## src/rpcr_pkg.sv

```systemverilog
// Shared types, codes and constant tables of the rotation period capture responder.
package rpcr_pkg;

    // Input transaction kinds
    localparam logic [1:0] REQ_TICK = 2'd0;
    localparam logic [1:0] REQ_EDGE = 2'd1;
    localparam logic [1:0] REQ_BYTE = 2'd2;

    // Answer error codes
    localparam logic [7:0] ERR_OK   = 8'd0;
    localparam logic [7:0] ERR_CSUM = 8'd1;
    localparam logic [7:0] ERR_CMD  = 8'd2;

    // Command codes
    localparam logic [7:0] CMD_REV     = 8'd0;
    localparam logic [7:0] CMD_ZERO_A  = 8'd1;
    localparam logic [7:0] CMD_ZERO_B  = 8'd2;
    localparam logic [7:0] CMD_PERIODS = 8'd3;

    localparam int unsigned REV_LEN = 5;

    // Datapath commands from the controller
    typedef struct packed {
        logic take_in;   // apply the accepted input transaction
        logic idx_clr;   // answer index to 0
        logic idx_one;   // answer index to 1
        logic idx_inc;   // answer index + 1
        logic acc_clr;   // clear checksum accumulator
        logic acc_en;    // add current answer byte to accumulator
        logic pkt_clr;   // clear packet sum, command and byte count
    } t_dp_cmd;

    // Datapath status to the controller
    typedef struct packed {
        logic in_last;   // input is the last packet byte
        logic idx_end;   // answer index at final byte
    } t_dp_stat;

    // ASCII "$Rev$"
    function automatic logic [7:0] rev_char(input logic [2:0] pos);
        logic [7:0] ch;
        case (pos)
            3'd0:    ch = 8'h24;
            3'd1:    ch = 8'h52;
            3'd2:    ch = 8'h65;
            3'd3:    ch = 8'h76;
            3'd4:    ch = 8'h24;
            default: ch = 8'h00;
        endcase
        return ch;
    endfunction

endpackage

```

## src/rpcr_if.sv

```systemverilog
// Valid/ready channel interfaces for requests and answer bytes.
interface rpcr_in_if;
    logic       valid;
    logic       ready;
    logic [1:0] req_type;
    logic [7:0] packet_byte;
    logic       last_byte;

    modport source (output valid, output req_type, output packet_byte, output last_byte,
                    input ready);
    modport sink   (input valid, input req_type, input packet_byte, input last_byte,
                    output ready);
endinterface

interface rpcr_out_if;
    logic       valid;
    logic       ready;
    logic [7:0] answer_byte;
    logic       answer_last;

    modport source (output valid, output answer_byte, output answer_last, input ready);
    modport sink   (input valid, input answer_byte, input answer_last, output ready);
endinterface

```

## src/rpcr_datapath.sv

```systemverilog
// Datapath: tick counters, period ring, packet state and answer byte generation.
module rpcr_datapath #(
    parameter int RING_DEPTH    = 4,
    parameter int PAYLOAD_BYTES = 22,
    parameter int MAX_PACKET    = 32
) (
    input  logic              i_clk,
    input  logic              i_rst_n,
    input  logic [1:0]        i_req_type,
    input  logic [7:0]        i_packet_byte,
    input  logic              i_last_byte,
    input  rpcr_pkg::t_dp_cmd i_cmd,
    output rpcr_pkg::t_dp_stat o_stat,
    output logic [7:0]        o_answer_byte
);
    import rpcr_pkg::*;

    localparam int ANS_LEN = PAYLOAD_BYTES + 2;
    localparam int IDX_W   = $clog2(ANS_LEN);
    localparam int BC_W    = $clog2(MAX_PACKET + 1);
    localparam int RP_W    = $clog2(RING_DEPTH);
    localparam int WD_W    = IDX_W - 2;

    logic [15:0]      r_low;
    logic [7:0]       r_high;
    logic [23:0]      r_ring [RING_DEPTH];
    logic [RP_W-1:0]  r_pos;
    logic [7:0]       r_sum;
    logic [7:0]       r_cmd;
    logic [BC_W-1:0]  r_bcnt;
    logic [IDX_W-1:0] r_idx;
    logic [7:0]       r_acc;

    logic [IDX_W-1:0] w_pos;
    logic [WD_W-1:0]  w_word;
    logic [1:0]       w_lane;
    logic [RP_W:0]    w_rsum;
    logic [RP_W:0]    w_ridx;
    logic [31:0]      w_wval;
    logic [31:0]      w_wshift;
    logic [7:0]       w_err;
    logic [7:0]       w_pay;

    // Counters, ring and packet state
    always_ff @(posedge i_clk) begin
        if (!i_rst_n) begin
            r_low  <= '0;
            r_high <= '0;
            r_pos  <= '0;
            r_sum  <= '0;
            r_cmd  <= '0;
            r_bcnt <= '0;
            for (int i = 0; i < RING_DEPTH; i++) begin
                r_ring[i] <= '0;
            end
        end else if (i_cmd.pkt_clr) begin
            r_sum  <= '0;
            r_cmd  <= '0;
            r_bcnt <= '0;
        end else if (i_cmd.take_in) begin
            case (i_req_type)
                REQ_TICK: begin
                    r_low <= r_low + 16'd1;
                    if (r_low == 16'hffff && r_high != 8'hff) begin
                        r_high <= r_high + 8'd1;
                    end
                end
                REQ_EDGE: begin
                    r_ring[r_pos] <= {r_high, r_low};
                    r_pos  <= (r_pos == RP_W'(RING_DEPTH - 1)) ? '0 : r_pos + RP_W'(1);
                    r_low  <= '0;
                    r_high <= '0;
                end
                REQ_BYTE: begin
                    if (r_bcnt < BC_W'(MAX_PACKET)) begin
                        r_sum  <= r_sum + i_packet_byte;
                        r_bcnt <= r_bcnt + BC_W'(1);
                        if (r_bcnt == BC_W'(1)) begin
                            r_cmd <= i_packet_byte;
                        end
                    end
                end
                default: ;
            endcase
        end
    end

    // Answer index and checksum accumulator
    always_ff @(posedge i_clk) begin
        if (!i_rst_n) begin
            r_idx <= '0;
        end else if (i_cmd.idx_clr) begin
            r_idx <= '0;
        end else if (i_cmd.idx_one) begin
            r_idx <= IDX_W'(1);
        end else if (i_cmd.idx_inc) begin
            r_idx <= r_idx + IDX_W'(1);
        end
    end

    always_ff @(posedge i_clk) begin
        if (i_cmd.acc_clr) begin
            r_acc <= '0;
        end else if (i_cmd.acc_en) begin
            r_acc <= r_acc + o_answer_byte;
        end
    end

    // Payload position -> word number and byte lane
    assign w_pos  = r_idx - IDX_W'(2);
    assign w_word = w_pos[IDX_W-1:2];
    assign w_lane = w_pos[1:0];

    // Oldest entry first: ring slot = (write pointer + word) mod depth
    assign w_rsum = {1'b0, r_pos} + (RP_W+1)'(w_word);
    assign w_ridx = (w_rsum >= (RP_W+1)'(RING_DEPTH)) ?
                    w_rsum - (RP_W+1)'(RING_DEPTH) : w_rsum;

    always_comb begin
        if (32'(w_word) < RING_DEPTH) begin
            w_wval = {8'h00, r_ring[w_ridx[RP_W-1:0]]};
        end else if (32'(w_word) == RING_DEPTH) begin
            w_wval = {8'h00, r_high, r_low};
        end else begin
            w_wval = '0;
        end
    end
    assign w_wshift = w_wval >> {w_lane, 3'b000};

    always_comb begin
        if (r_sum != 8'd0) begin
            w_err = ERR_CSUM;
        end else if (r_bcnt < BC_W'(2)) begin
            w_err = ERR_CMD;
        end else if (r_cmd <= CMD_PERIODS) begin
            w_err = ERR_OK;
        end else begin
            w_err = ERR_CMD;
        end
    end

    always_comb begin
        case (r_cmd)
            CMD_REV:     w_pay = (32'(w_pos) < REV_LEN) ? rev_char(w_pos[2:0]) : 8'h00;
            CMD_ZERO_A:  w_pay = 8'h00;
            CMD_ZERO_B:  w_pay = 8'h00;
            CMD_PERIODS: w_pay = w_wshift[7:0];
            default:     w_pay = 8'h00;
        endcase
    end

    always_comb begin
        if (r_idx == '0) begin
            o_answer_byte = 8'd0 - r_acc;
        end else if (r_idx == IDX_W'(1)) begin
            o_answer_byte = w_err;
        end else if (w_err == ERR_OK) begin
            o_answer_byte = w_pay;
        end else begin
            o_answer_byte = 8'h00;
        end
    end

    assign o_stat.in_last = (i_req_type == REQ_BYTE) && i_last_byte;
    assign o_stat.idx_end = (r_idx == IDX_W'(ANS_LEN - 1));

endmodule

```

## src/rpcr_ctrl.sv

```systemverilog
// Controller: accepts requests, runs the checksum pass and sends the answer.
module rpcr_ctrl (
    input  logic               i_clk,
    input  logic               i_rst_n,
    input  logic               i_in_valid,
    output logic               o_in_ready,
    input  logic               i_out_ready,
    output logic               o_out_valid,
    input  rpcr_pkg::t_dp_stat i_stat,
    output rpcr_pkg::t_dp_cmd  o_cmd
);
    import rpcr_pkg::*;

    typedef enum logic [1:0] {
        ST_IDLE,
        ST_SUM,
        ST_SEND
    } t_state;

    t_state r_state;
    t_state n_state;

    always_comb begin
        n_state = r_state;
        o_cmd   = '0;
        case (r_state)
            ST_IDLE: begin
                if (i_in_valid) begin
                    o_cmd.take_in = 1'b1;
                    if (i_stat.in_last) begin
                        o_cmd.acc_clr = 1'b1;
                        o_cmd.idx_one = 1'b1;
                        n_state       = ST_SUM;
                    end
                end
            end
            ST_SUM: begin
                o_cmd.acc_en = 1'b1;
                if (i_stat.idx_end) begin
                    o_cmd.idx_clr = 1'b1;
                    n_state       = ST_SEND;
                end else begin
                    o_cmd.idx_inc = 1'b1;
                end
            end
            ST_SEND: begin
                if (i_out_ready) begin
                    if (i_stat.idx_end) begin
                        o_cmd.pkt_clr = 1'b1;
                        o_cmd.idx_clr = 1'b1;
                        n_state       = ST_IDLE;
                    end else begin
                        o_cmd.idx_inc = 1'b1;
                    end
                end
            end
            default: n_state = ST_IDLE;
        endcase
    end

    always_ff @(posedge i_clk) begin
        if (!i_rst_n) begin
            r_state <= ST_IDLE;
        end else begin
            r_state <= n_state;
        end
    end

    assign o_in_ready  = (r_state == ST_IDLE);
    assign o_out_valid = (r_state == ST_SEND);

endmodule

```

## src/rotation_period_capture_responder_unit.sv

```systemverilog
// Top level of the rotation period capture responder.
//
// Usage: i_req carries one transaction per request: a counter tick, a rotation
// edge, or one byte of a command packet (last_byte marks its end). o_ans
// carries the answer, one byte per transaction, answer_last on the final one.
// Ticks, edges and non-final packet bytes are taken one per cycle while
// i_req.ready is high and may arrive back to back; they produce no answer.
// The final packet byte starts an answer of PAYLOAD_BYTES+2 bytes. The block
// first walks every byte after the checksum byte once to form the checksum
// (one byte per cycle through the shared byte generator), then presents the
// bytes, one per cycle while the receiver is ready. i_req.ready is low from
// the final packet byte until the last answer byte is taken; ticks and edges
// wait upstream during that window.
// A stall on o_ans simply holds the current byte; all state is frozen.
// Reset (synchronous, active low) clears counters, period ring, ring pointer
// and packet state, and drops any answer in progress.
module rotation_period_capture_responder_unit #(
    parameter int RING_DEPTH    = 4,
    parameter int PAYLOAD_BYTES = 22,
    parameter int MAX_PACKET    = 32
) (
    input logic      i_clk,
    input logic      i_rst_n,
    rpcr_in_if.sink  i_req,
    rpcr_out_if.source o_ans
);
    import rpcr_pkg::*;

    t_dp_cmd  w_cmd;
    t_dp_stat w_stat;

    // Sequencer: owns both handshakes
    rpcr_ctrl u_ctrl (
        .i_clk       (i_clk),
        .i_rst_n     (i_rst_n),
        .i_in_valid  (i_req.valid),
        .o_in_ready  (i_req.ready),
        .i_out_ready (o_ans.ready),
        .o_out_valid (o_ans.valid),
        .i_stat      (w_stat),
        .o_cmd       (w_cmd)
    );

    // Counters, ring, packet state and answer byte mux
    rpcr_datapath #(
        .RING_DEPTH    (RING_DEPTH),
        .PAYLOAD_BYTES (PAYLOAD_BYTES),
        .MAX_PACKET    (MAX_PACKET)
    ) u_dp (
        .i_clk         (i_clk),
        .i_rst_n       (i_rst_n),
        .i_req_type    (i_req.req_type),
        .i_packet_byte (i_req.packet_byte),
        .i_last_byte   (i_req.last_byte),
        .i_cmd         (w_cmd),
        .o_stat        (w_stat),
        .o_answer_byte (o_ans.answer_byte)
    );

    assign o_ans.answer_last = w_stat.idx_end;

    // Input and answer never open at the same time
    a_exclusive: assert property (@(posedge i_clk) disable iff (!i_rst_n)
        !(i_req.ready && o_ans.valid))
        else $error("input ready while answer pending");

    // Final packet byte closes the input side
    a_last_closes: assert property (@(posedge i_clk) disable iff (!i_rst_n)
        (i_req.valid && i_req.ready && i_req.req_type == REQ_BYTE && i_req.last_byte)
        |=> !i_req.ready)
        else $error("input still open after final packet byte");

    // Taking the final answer byte reopens the input side
    a_last_reopens: assert property (@(posedge i_clk) disable iff (!i_rst_n)
        (o_ans.valid && o_ans.ready && o_ans.answer_last) |=> i_req.ready)
        else $error("input not reopened after final answer byte");

    // Answer starts with the checksum byte and is not marked last there
    a_first_not_last: assert property (@(posedge i_clk) disable iff (!i_rst_n)
        $rose(o_ans.valid) |-> !o_ans.answer_last)
        else $error("answer marked last on its first byte");

endmodule
```

## src/flat_wrapper.sv

```systemverilog
// flat-port wrapper written by rule: the top's interface ports become plain ports
module rotation_period_capture_responder_unit_flat import rpcr_pkg::*;
#(
    parameter int RING_DEPTH    = 4,
    parameter int PAYLOAD_BYTES = 22,
    parameter int MAX_PACKET    = 32
)
  (i_clk, i_rst_n, i_req_valid, i_req_req_type, i_req_packet_byte, i_req_last_byte, i_req_ready, o_ans_valid, o_ans_answer_byte, o_ans_answer_last, o_ans_ready);
  rpcr_in_if i_req_i ();
  rpcr_out_if o_ans_i ();
  input logic i_clk;
  input logic i_rst_n;
  input wire logic [$bits(i_req_i.valid)-1:0] i_req_valid;
  input wire logic [$bits(i_req_i.req_type)-1:0] i_req_req_type;
  input wire logic [$bits(i_req_i.packet_byte)-1:0] i_req_packet_byte;
  input wire logic [$bits(i_req_i.last_byte)-1:0] i_req_last_byte;
  output wire logic [$bits(i_req_i.ready)-1:0] i_req_ready;
  output wire logic [$bits(o_ans_i.valid)-1:0] o_ans_valid;
  output wire logic [$bits(o_ans_i.answer_byte)-1:0] o_ans_answer_byte;
  output wire logic [$bits(o_ans_i.answer_last)-1:0] o_ans_answer_last;
  input wire logic [$bits(o_ans_i.ready)-1:0] o_ans_ready;
  assign i_req_i.valid = i_req_valid;
  assign i_req_i.req_type = i_req_req_type;
  assign i_req_i.packet_byte = i_req_packet_byte;
  assign i_req_i.last_byte = i_req_last_byte;
  assign i_req_ready = i_req_i.ready;
  assign o_ans_valid = o_ans_i.valid;
  assign o_ans_answer_byte = o_ans_i.answer_byte;
  assign o_ans_answer_last = o_ans_i.answer_last;
  assign o_ans_i.ready = o_ans_ready;
  rotation_period_capture_responder_unit #(.RING_DEPTH(RING_DEPTH), .PAYLOAD_BYTES(PAYLOAD_BYTES), .MAX_PACKET(MAX_PACKET)) u_core (.i_clk(i_clk), .i_rst_n(i_rst_n), .i_req(i_req_i), .o_ans(o_ans_i));
endmodule
```

## config.mk

```make
export PLATFORM = sky130hd
export DESIGN_NAME = rotation_period_capture_responder_unit_flat
export DESIGN_NICKNAME = d
export VERILOG_FILES = /design/src/rpcr_pkg.sv /design/src/rpcr_if.sv /design/src/rpcr_datapath.sv /design/src/rpcr_ctrl.sv /design/src/rotation_period_capture_responder_unit.sv /design/src/flat_wrapper.sv
export SDC_FILE = /design/constraint.sdc
export NUM_CORES = 1
export LEC_CHECK = 0
export BUFFER_PORTS_ARGS = -buffer_cell sky130_fd_sc_hd__buf_2
export CORE_MARGIN = 5
export CORE_UTILIZATION = 57
export DETAILED_ROUTE_END_ITERATION = 12
export PLACE_DENSITY = 0.77
export SYNTH_ARGS = -nofsm -noshare
export SYNTH_HDL_FRONTEND = slang
export SYNTH_SLANG_ARGS = --single-unit
```

## constraint.sdc

```tcl
create_clock -name i_clk -period 5.6 [get_ports i_clk]
set_input_delay 0.56 -clock i_clk [delete_from_list [all_inputs] [get_ports i_clk]]
set_output_delay 0.56 -clock i_clk [all_outputs]
set_load 0.005 [all_outputs]
```

# == Word-level counts from Yosys, hierarchy flattened ==
# Memories as Yosys holds them, arrays and structs flattened.
# Index checks and enable logic that the tools add are counted.
# word_totals
reg_bits,63
mem_bits_rw,96
inputBits,15
memories,1
# op_classes
addsub,11
order_cmp,6
n_eq_ne,22
n_shift,1
mux,46
bitwise_logic,2
reduce_logical,22
# memory_table
memory,depth,word_bits,read_ports,rd_ports_with_merged_regs,wr,line_no,rtl
u_core.u_dp.r_ring,4,24,1,0,4,rpcr_datapath.sv:26,logic [23:0] r_ring [RING_DEPTH];
# ops
operator,count
24-bit two-way mux,3
8-bit two-way mux,5
16-bit one-hot mux with 2 select lines,1
8-bit one-hot mux with 2 select lines,2
32-bit by 5-bit right shift with 8-bit output,1
7-bit one-hot mux with 4 select lines,1
24-bit OR reduction,1
2-bit two-way mux,11
1-bit two-way mux,20
"16-bit by 1-bit adder with 16-bit output, second input constant",1
8-bit adder,2
"16-bit equality test, second input constant",1
8-bit zero test,2
3-bit AND reduction,3
"8-bit by 1-bit adder with 8-bit output, second input constant",1
"8-bit by 2-bit equality test with 1-bit output, second input constant",1
"8-bit by 2-bit <= comparator with 1-bit output, second input constant",1
"8-bit != test, second input constant",1
4-bit AND reduction,2
8-bit nonzero test,1
"1-bit by 8-bit subtractor with 8-bit output, first input constant",1
"6-bit by 1-bit adder with 6-bit output, second input constant",1
"2-bit equality test, second input constant",3
"3-bit by 2-bit equality test with 1-bit output, second input constant",2
other kinds (29),42

# == Depth between registers and ports, before layout ==
# An unclocked memory read counts as a cell.
# logic_depth
word_depth,12
ltp_mapped,22
ltp_nobuf,20

# == Cells and area by module ==
# A second synthesis with hierarchy kept.
# unflattened
cells_unflattened,761
area_unflattened_um2,8440.6
# modules_own_cells
mod,instances,cells_per_inst,area_each_um2
rpcr_datapath,1,734,8201.6
rpcr_ctrl,1,27,239.0

# == Least setup slack after synthesis ==
# Ideal clock, no wire load.
# synth_path
path_kind,register to register
from,reg u_core.u_dp.r_idx[1]
to,reg u_core.u_dp.r_acc[7]
arrival_ns,5.496
path_slack_ns,0.042
path_stages_with_launch,21
path_buffers,3
period_less_slack_ns,5.558
cell_sequence,dfxtp_1 > clkbuf_1 > inv_1 > ha_1 > inv_1 > ha_1 > buf_1 > clkbuf_1 > mux4_2 > mux2_2 > o2bb2ai_1 > a31oi_1 > nor2_1 > ha_1 > a211oi_1 > o211ai_1 > a31o_2 > and3_1 > a21o_1 > or4_2 > nand3_1
# synth_between
elab_chain_cells,12
# synth_lines
item,line_no,rtl
"start, declared",rpcr_datapath.sv:31,logic [IDX_W-1:0] r_idx;
"start signal, assigned",rpcr_datapath.sv:97,r_idx <= r_idx + IDX_W'(1);
5-bit by 2-bit subtractor with 5-bit output,rpcr_datapath.sv:110,assign w_pos = r_idx - IDX_W'(2);
2-bit by 3-bit adder with 3-bit output,rpcr_datapath.sv:115,"assign w_rsum = {1'b0, r_pos} + (RP_W+1)'(w_word);"
3-bit greater-or-equal comparator / 2-bit by 1-bit subtractor with 2-bit output (equally long branches),"rpcr_datapath.sv:116, rpcr_datapath.sv:117",
2-bit two-way mux,rpcr_datapath.sv:116,assign w_ridx = (w_rsum >= (RP_W+1)'(RING_DEPTH)) ?
memory 4 x 24 bit,--,
24-bit two-way mux,rpcr_datapath.sv:120,if (32'(w_word) < RING_DEPTH) begin
32-bit by 5-bit right shift with 8-bit output,rpcr_datapath.sv:128,"assign w_wshift = w_wval >> {w_lane, 3'b000};"
8-bit one-hot mux with 2 select lines,rpcr_datapath.sv:143,case (r_cmd)
8-bit two-way mux,rpcr_datapath.sv:157,end else if (w_err == ERR_OK) begin
8-bit two-way mux,rpcr_datapath.sv:155,end else if (r_idx == IDX_W'(1)) begin
8-bit two-way mux *,rpcr_datapath.sv:153,if (r_idx == '0) begin
net o_ans_answer_byte[1],flat_wrapper.sv:19,output wire logic [$bits(o_ans_i.answer_byte)-1:0] o_ans_answer_byte;
8-bit adder *,rpcr_datapath.sv:105,r_acc <= r_acc + o_answer_byte;
"end signal, assigned",rpcr_datapath.sv:105,
"end, declared",rpcr_datapath.sv:32,logic [7:0] r_acc;
# Mark *: on every way through the listed nets, which the timed path passes. The rest lies on a longest branch.
# A chain may end at the register's enable or synchronous reset.

# == Final worst setup path ==
# layout_path
from,reg u_core.u_dp.r_idx[2]
to,reg u_core.u_dp.r_acc[7]
# layout_between
elab_chain_cells,12
# layout_lines
item,line_no
5-bit by 2-bit subtractor with 5-bit output,rpcr_datapath.sv:110
2-bit by 3-bit adder with 3-bit output,rpcr_datapath.sv:115
3-bit greater-or-equal comparator / 2-bit by 1-bit subtractor with 2-bit output (equally long branches),"rpcr_datapath.sv:116, rpcr_datapath.sv:117"
2-bit two-way mux,rpcr_datapath.sv:116
memory 4 x 24 bit,--
24-bit two-way mux,rpcr_datapath.sv:120
32-bit by 5-bit right shift with 8-bit output,rpcr_datapath.sv:128
8-bit one-hot mux with 2 select lines,rpcr_datapath.sv:143
8-bit two-way mux,rpcr_datapath.sv:157
8-bit two-way mux,rpcr_datapath.sv:155
8-bit two-way mux *,rpcr_datapath.sv:153
8-bit adder *,rpcr_datapath.sv:105
# Mark *: on every way between the ends. The rest lies on a longest branch, timed or not.

==> impl_metrics.env <==
export IMPL_critical_path_startpoint_type="flop"
export IMPL_crit_fanout=9
export IMPL_power_leakage_uw=0.00360
export IMPL_busiest_layer="met2"
export IMPL_cts_path_max_buffers=2
export IMPL_grt_first_pass_wirelength_um=33300
export IMPL_core_um2=14500
export IMPL_hp_class="in2reg"
export IMPL_grt_max_degree=26
export IMPL_portBuffers=25
export IMPL_avgSynthCellArea_um2=10.8
export IMPL_wirelength_um=20600
export IMPL_area_growth_pct=12.3
export IMPL_p_switching_uw=985
export IMPL_sw_frac_of_total=0.290
export IMPL_synthArstFlopShare=0
export IMPL_synth_area_um2=8460
export IMPL_overflow=0
export IMPL_crit_path_frequent_cell="ha_1"
export IMPL_vias_per_cell=6.20
export IMPL_grt_use_total=0.242
export IMPL_power_frac_comb=0.232
export IMPL_drc=0
export IMPL_finalSetupViolations=0
export IMPL_dr_pass1_iters=5
export IMPL_ctsRootBufferMaster="clkbuf_16"
export IMPL_nets=854
export IMPL_tightest_slew_ns=1.02
export IMPL_period_needed_ns=5.34
export IMPL_relSlewSlack=0.322
export IMPL_synthAdderAreaFrac=0.0491
export IMPL_synth_area_top_cells="edfxtp_1 34%, dfxtp_1 15%, and2_1 7.5%"
export IMPL_grtUsageMet3=0.0588
export IMPL_synth_seq_cells=159
export IMPL_die_x_um=132
export IMPL_grt_util_met2=0.406
export IMPL_drive_gt1_frac=0.148
export IMPL_pin_count=26
export IMPL_sequentialPowerShare=0.402
export IMPL_final_antenna_net_count=0
export IMPL_max_freq_ghz=0.187
export IMPL_routabilityCongestion=0.930
export IMPL_cts_tree="yes"
export IMPL_worstPathArrival_ns=5.71
export IMPL_rsz0062_at_grt="no"
export IMPL_yosysTopAreaCell="edfxtp_1"
export IMPL_slowest_delay_ns=0.61
export IMPL_wl_per_cell_um=20.5
export IMPL_slowest_stage="or4_2"
export IMPL_cts_htree_levels=4
export IMPL_finalSetupTns_ns=0
export IMPL_rows=44
export IMPL_power_per_cell_area_nw_per_um2=357
export IMPL_synth_top_family_by_area="simple AND/OR/NAND/NOR gates"
export IMPL_intPower_uw=2410
export IMPL_end_kind="flop"
export IMPL_fin_skew_ns=0.0102
export IMPL_critical_path_class="reg2reg"
export IMPL_grt_antenna_before_repair=0
export IMPL_synth_edf_count=96
export IMPL_ctsHoldBuffers=0
export IMPL_syn_inst=784
export IMPL_grt_pass1_vias=6160
export IMPL_grtUsageMet1=0.316
export IMPL_post_synth_mux_area_share=0.101
export IMPL_final_hold_violation_count=0
export IMPL_synth_xor_xnor_area_share=0.0404
export IMPL_ys_warn_count=0
export IMPL_first_iter_violations=603
export IMPL_diodes=0
export IMPL_synth_main_ff_cell="edfxtp_1"
export IMPL_cts_sinks=159
export IMPL_synthSimpleGateAreaFrac=0.201
export IMPL_maxSlewViolCount=0
export IMPL_clk_latency_ns=0.43
export IMPL_vias=6229
export IMPL_path_clk_slew_ns=0.06
export IMPL_cap_viol_max_count=0
export IMPL_seq_area_frac_synth=0.490
export IMPL_netlist_area_leader_share=0.341
export IMPL_path_cells="inv_1, ha_1, inv_1, ha_1, buf_4, mux4_2, mux2i_1, o22ai_1, a21oi_1, o21ai_0, ha_1, a211oi_1, o211ai_1, a31o_2, and3_1, a21o_1, or4_2, nand3_1"
export IMPL_numCtsBuffers=17
export IMPL_dieArea_um2=17400
export IMPL_whs_ns=0.406
export IMPL_post_route_period_util=0.954
export IMPL_synth_compound_area_frac=0.0899
export IMPL_vdd_drop_max_mv=0.242
export IMPL_ys_types=72
export IMPL_required_ns=5.97
export IMPL_initial_core_util=0.582
export IMPL_die_height_um=132
export IMPL_run_status="completed"
export IMPL_hpwl_um=13900
export IMPL_p_clk_frac=0.366
export IMPL_syn_nets=831
critical path: cells and delay by family, from the launching register on:
kind / cells / cell delay (ns)
AO/OA/AOI/OAI: 7 / 1.69
adder cells (fa/ha/maj): 3 / 1.13
AND/OR/NAND/NOR: 3 / 0.91
multiplexers: 2 / 0.64
flip-flops: 1 / 0.48
buffers and inverters: 3 / 0.43
layer usage:
| metal | up-vias | share of wire |
|---|---|---|
| li1 | 2875 | - |
| met1 | 3086 | 0.41 |
| met2 | 243 | 0.50 |
| met3 | 25 | 0.074 |
| met4 | 0 | 0.015 |
| met5 | - | 0 |
placed cells by master, fill, tap and decap left out, types with 5 or more instances in the layout:
master / instances
nor3_1: 16
edfxtp_1: 96
mux2i_1: 30
nand3_1: 12
xor2_1: 18
nand2_1: 42
a21oi_1: 31
o21ai_1: 6
a21o_1: 5
mux4_2: 24
buf_4: 21
nor2_1: 79
nand4_1: 9
clkbuf_16: 17
and2_1: 101
nor2b_1: 5
a211oi_1: 8
buf_2: 25
ha_1: 30
inv_1: 22
xnor2_1: 20
a22oi_1: 7
nor4_1: 7
o21ai_0: 25
nand2b_1: 5
dfxtp_1: 63
and3_1: 9
final timing paths:
check | endpoint | cells after the start | start | slack, ns
hold reg to reg | u_core.u_dp.r_sum[6] | 2 | u_core.u_dp.r_sum[6] | 0.50
hold / removal | u_core.u_dp.r_cmd[5] | 3 | i_req_packet_byte[5] | 0.41
setup / recovery | u_core.u_dp.r_acc[7] | 18 | u_core.u_dp.r_idx[2] | 0.26
setup reg to reg | u_core.u_dp.r_acc[7] | 18 | u_core.u_dp.r_idx[2] | 0.26
cell type report:
cell class	count	area, um^2
inverters	23	86.3
clock inverters	11	178
multi-input cells	559	4110
fillers	1072	5030
clock buffers	21	450
flip-flops and latches	159	4140
well taps	184	230
repair buffers	47	303
power groups by stage:
stage	sequential, uW	combinational (uW)	clock [uW]
6_report	1370	789	1240
3_3_place_gp	1380	729	0
3_5_place_dp	1390	763	0
2_1_floorplan	1360	545	0
5_1_grt	1370	857	1320
4_1_cts	1360	769	1250
flip-flops by register name, indices dropped and copies added (netlist names):
register,flops
u_core.u_ctrl.r_state,2
u_core.u_dp.r_acc,8
u_core.u_dp.r_bcnt,6
u_core.u_dp.r_cmd,8
u_core.u_dp.r_high,8
u_core.u_dp.r_idx,5
u_core.u_dp.r_low,16
u_core.u_dp.r_pos,2
u_core.u_dp.r_ring,96
u_core.u_dp.r_sum,8
synthesized netlist by cell type, drive strengths merged (4+ instances only):
master / instances
a21oi: 31
xor2: 18
clkbuf: 40
a31oi: 4
edfxtp: 96
ha: 30
nand2: 43
nand3: 12
xnor2: 21
a221oi: 4
inv: 23
a21o: 5
or2: 4
dfxtp: 63
nor2: 80
nand2b: 6
nor2b: 5
a22oi: 7
nor3: 17
nand4: 9
mux4: 24
and3: 10
a211oi: 8
and2: 101
nor4: 9
o21ai: 32
mux2i: 30
stage by stage:
stage / setup slack [ns] / cells / utilization / instance area, um^2 / total power [uW]
3_5_place_dp: 0.101 / 969 / 0.607 / 8830 / 2150
2_1_floorplan: 0.0416 / 784 / - / 8460 / 1910
4_1_cts: 0.0131 / 1001 / 0.651 / 9460 / 3380
6_report: 0.257 / 1004 / 0.654 / 9500 / 3400
3_3_place_gp: 0.285 / 969 / 0.607 / 8830 / 2110
5_1_grt: 0.0254 / 1004 / 0.654 / 9500 / 3540
logic make-up (layout without fill, tap and decap cells):
logic type,count (synthesis),count (layout)
AND/OR/NAND/NOR,315,315
flip-flops,159,159
AO/OA/AOI/OAI,118,118
buffers and inverters,66,102
multiplexers,55,55
XOR/XNOR,39,39
adder cells (fa/ha/maj),32,32
timing repair:
item / 4_1_cts / 5_1_grt
setup buffers: 0 / 3
gates resized for setup: 0 / 1
endpoints found under the setup margin: 0 / 1
(Power assumes the default switching activity.)
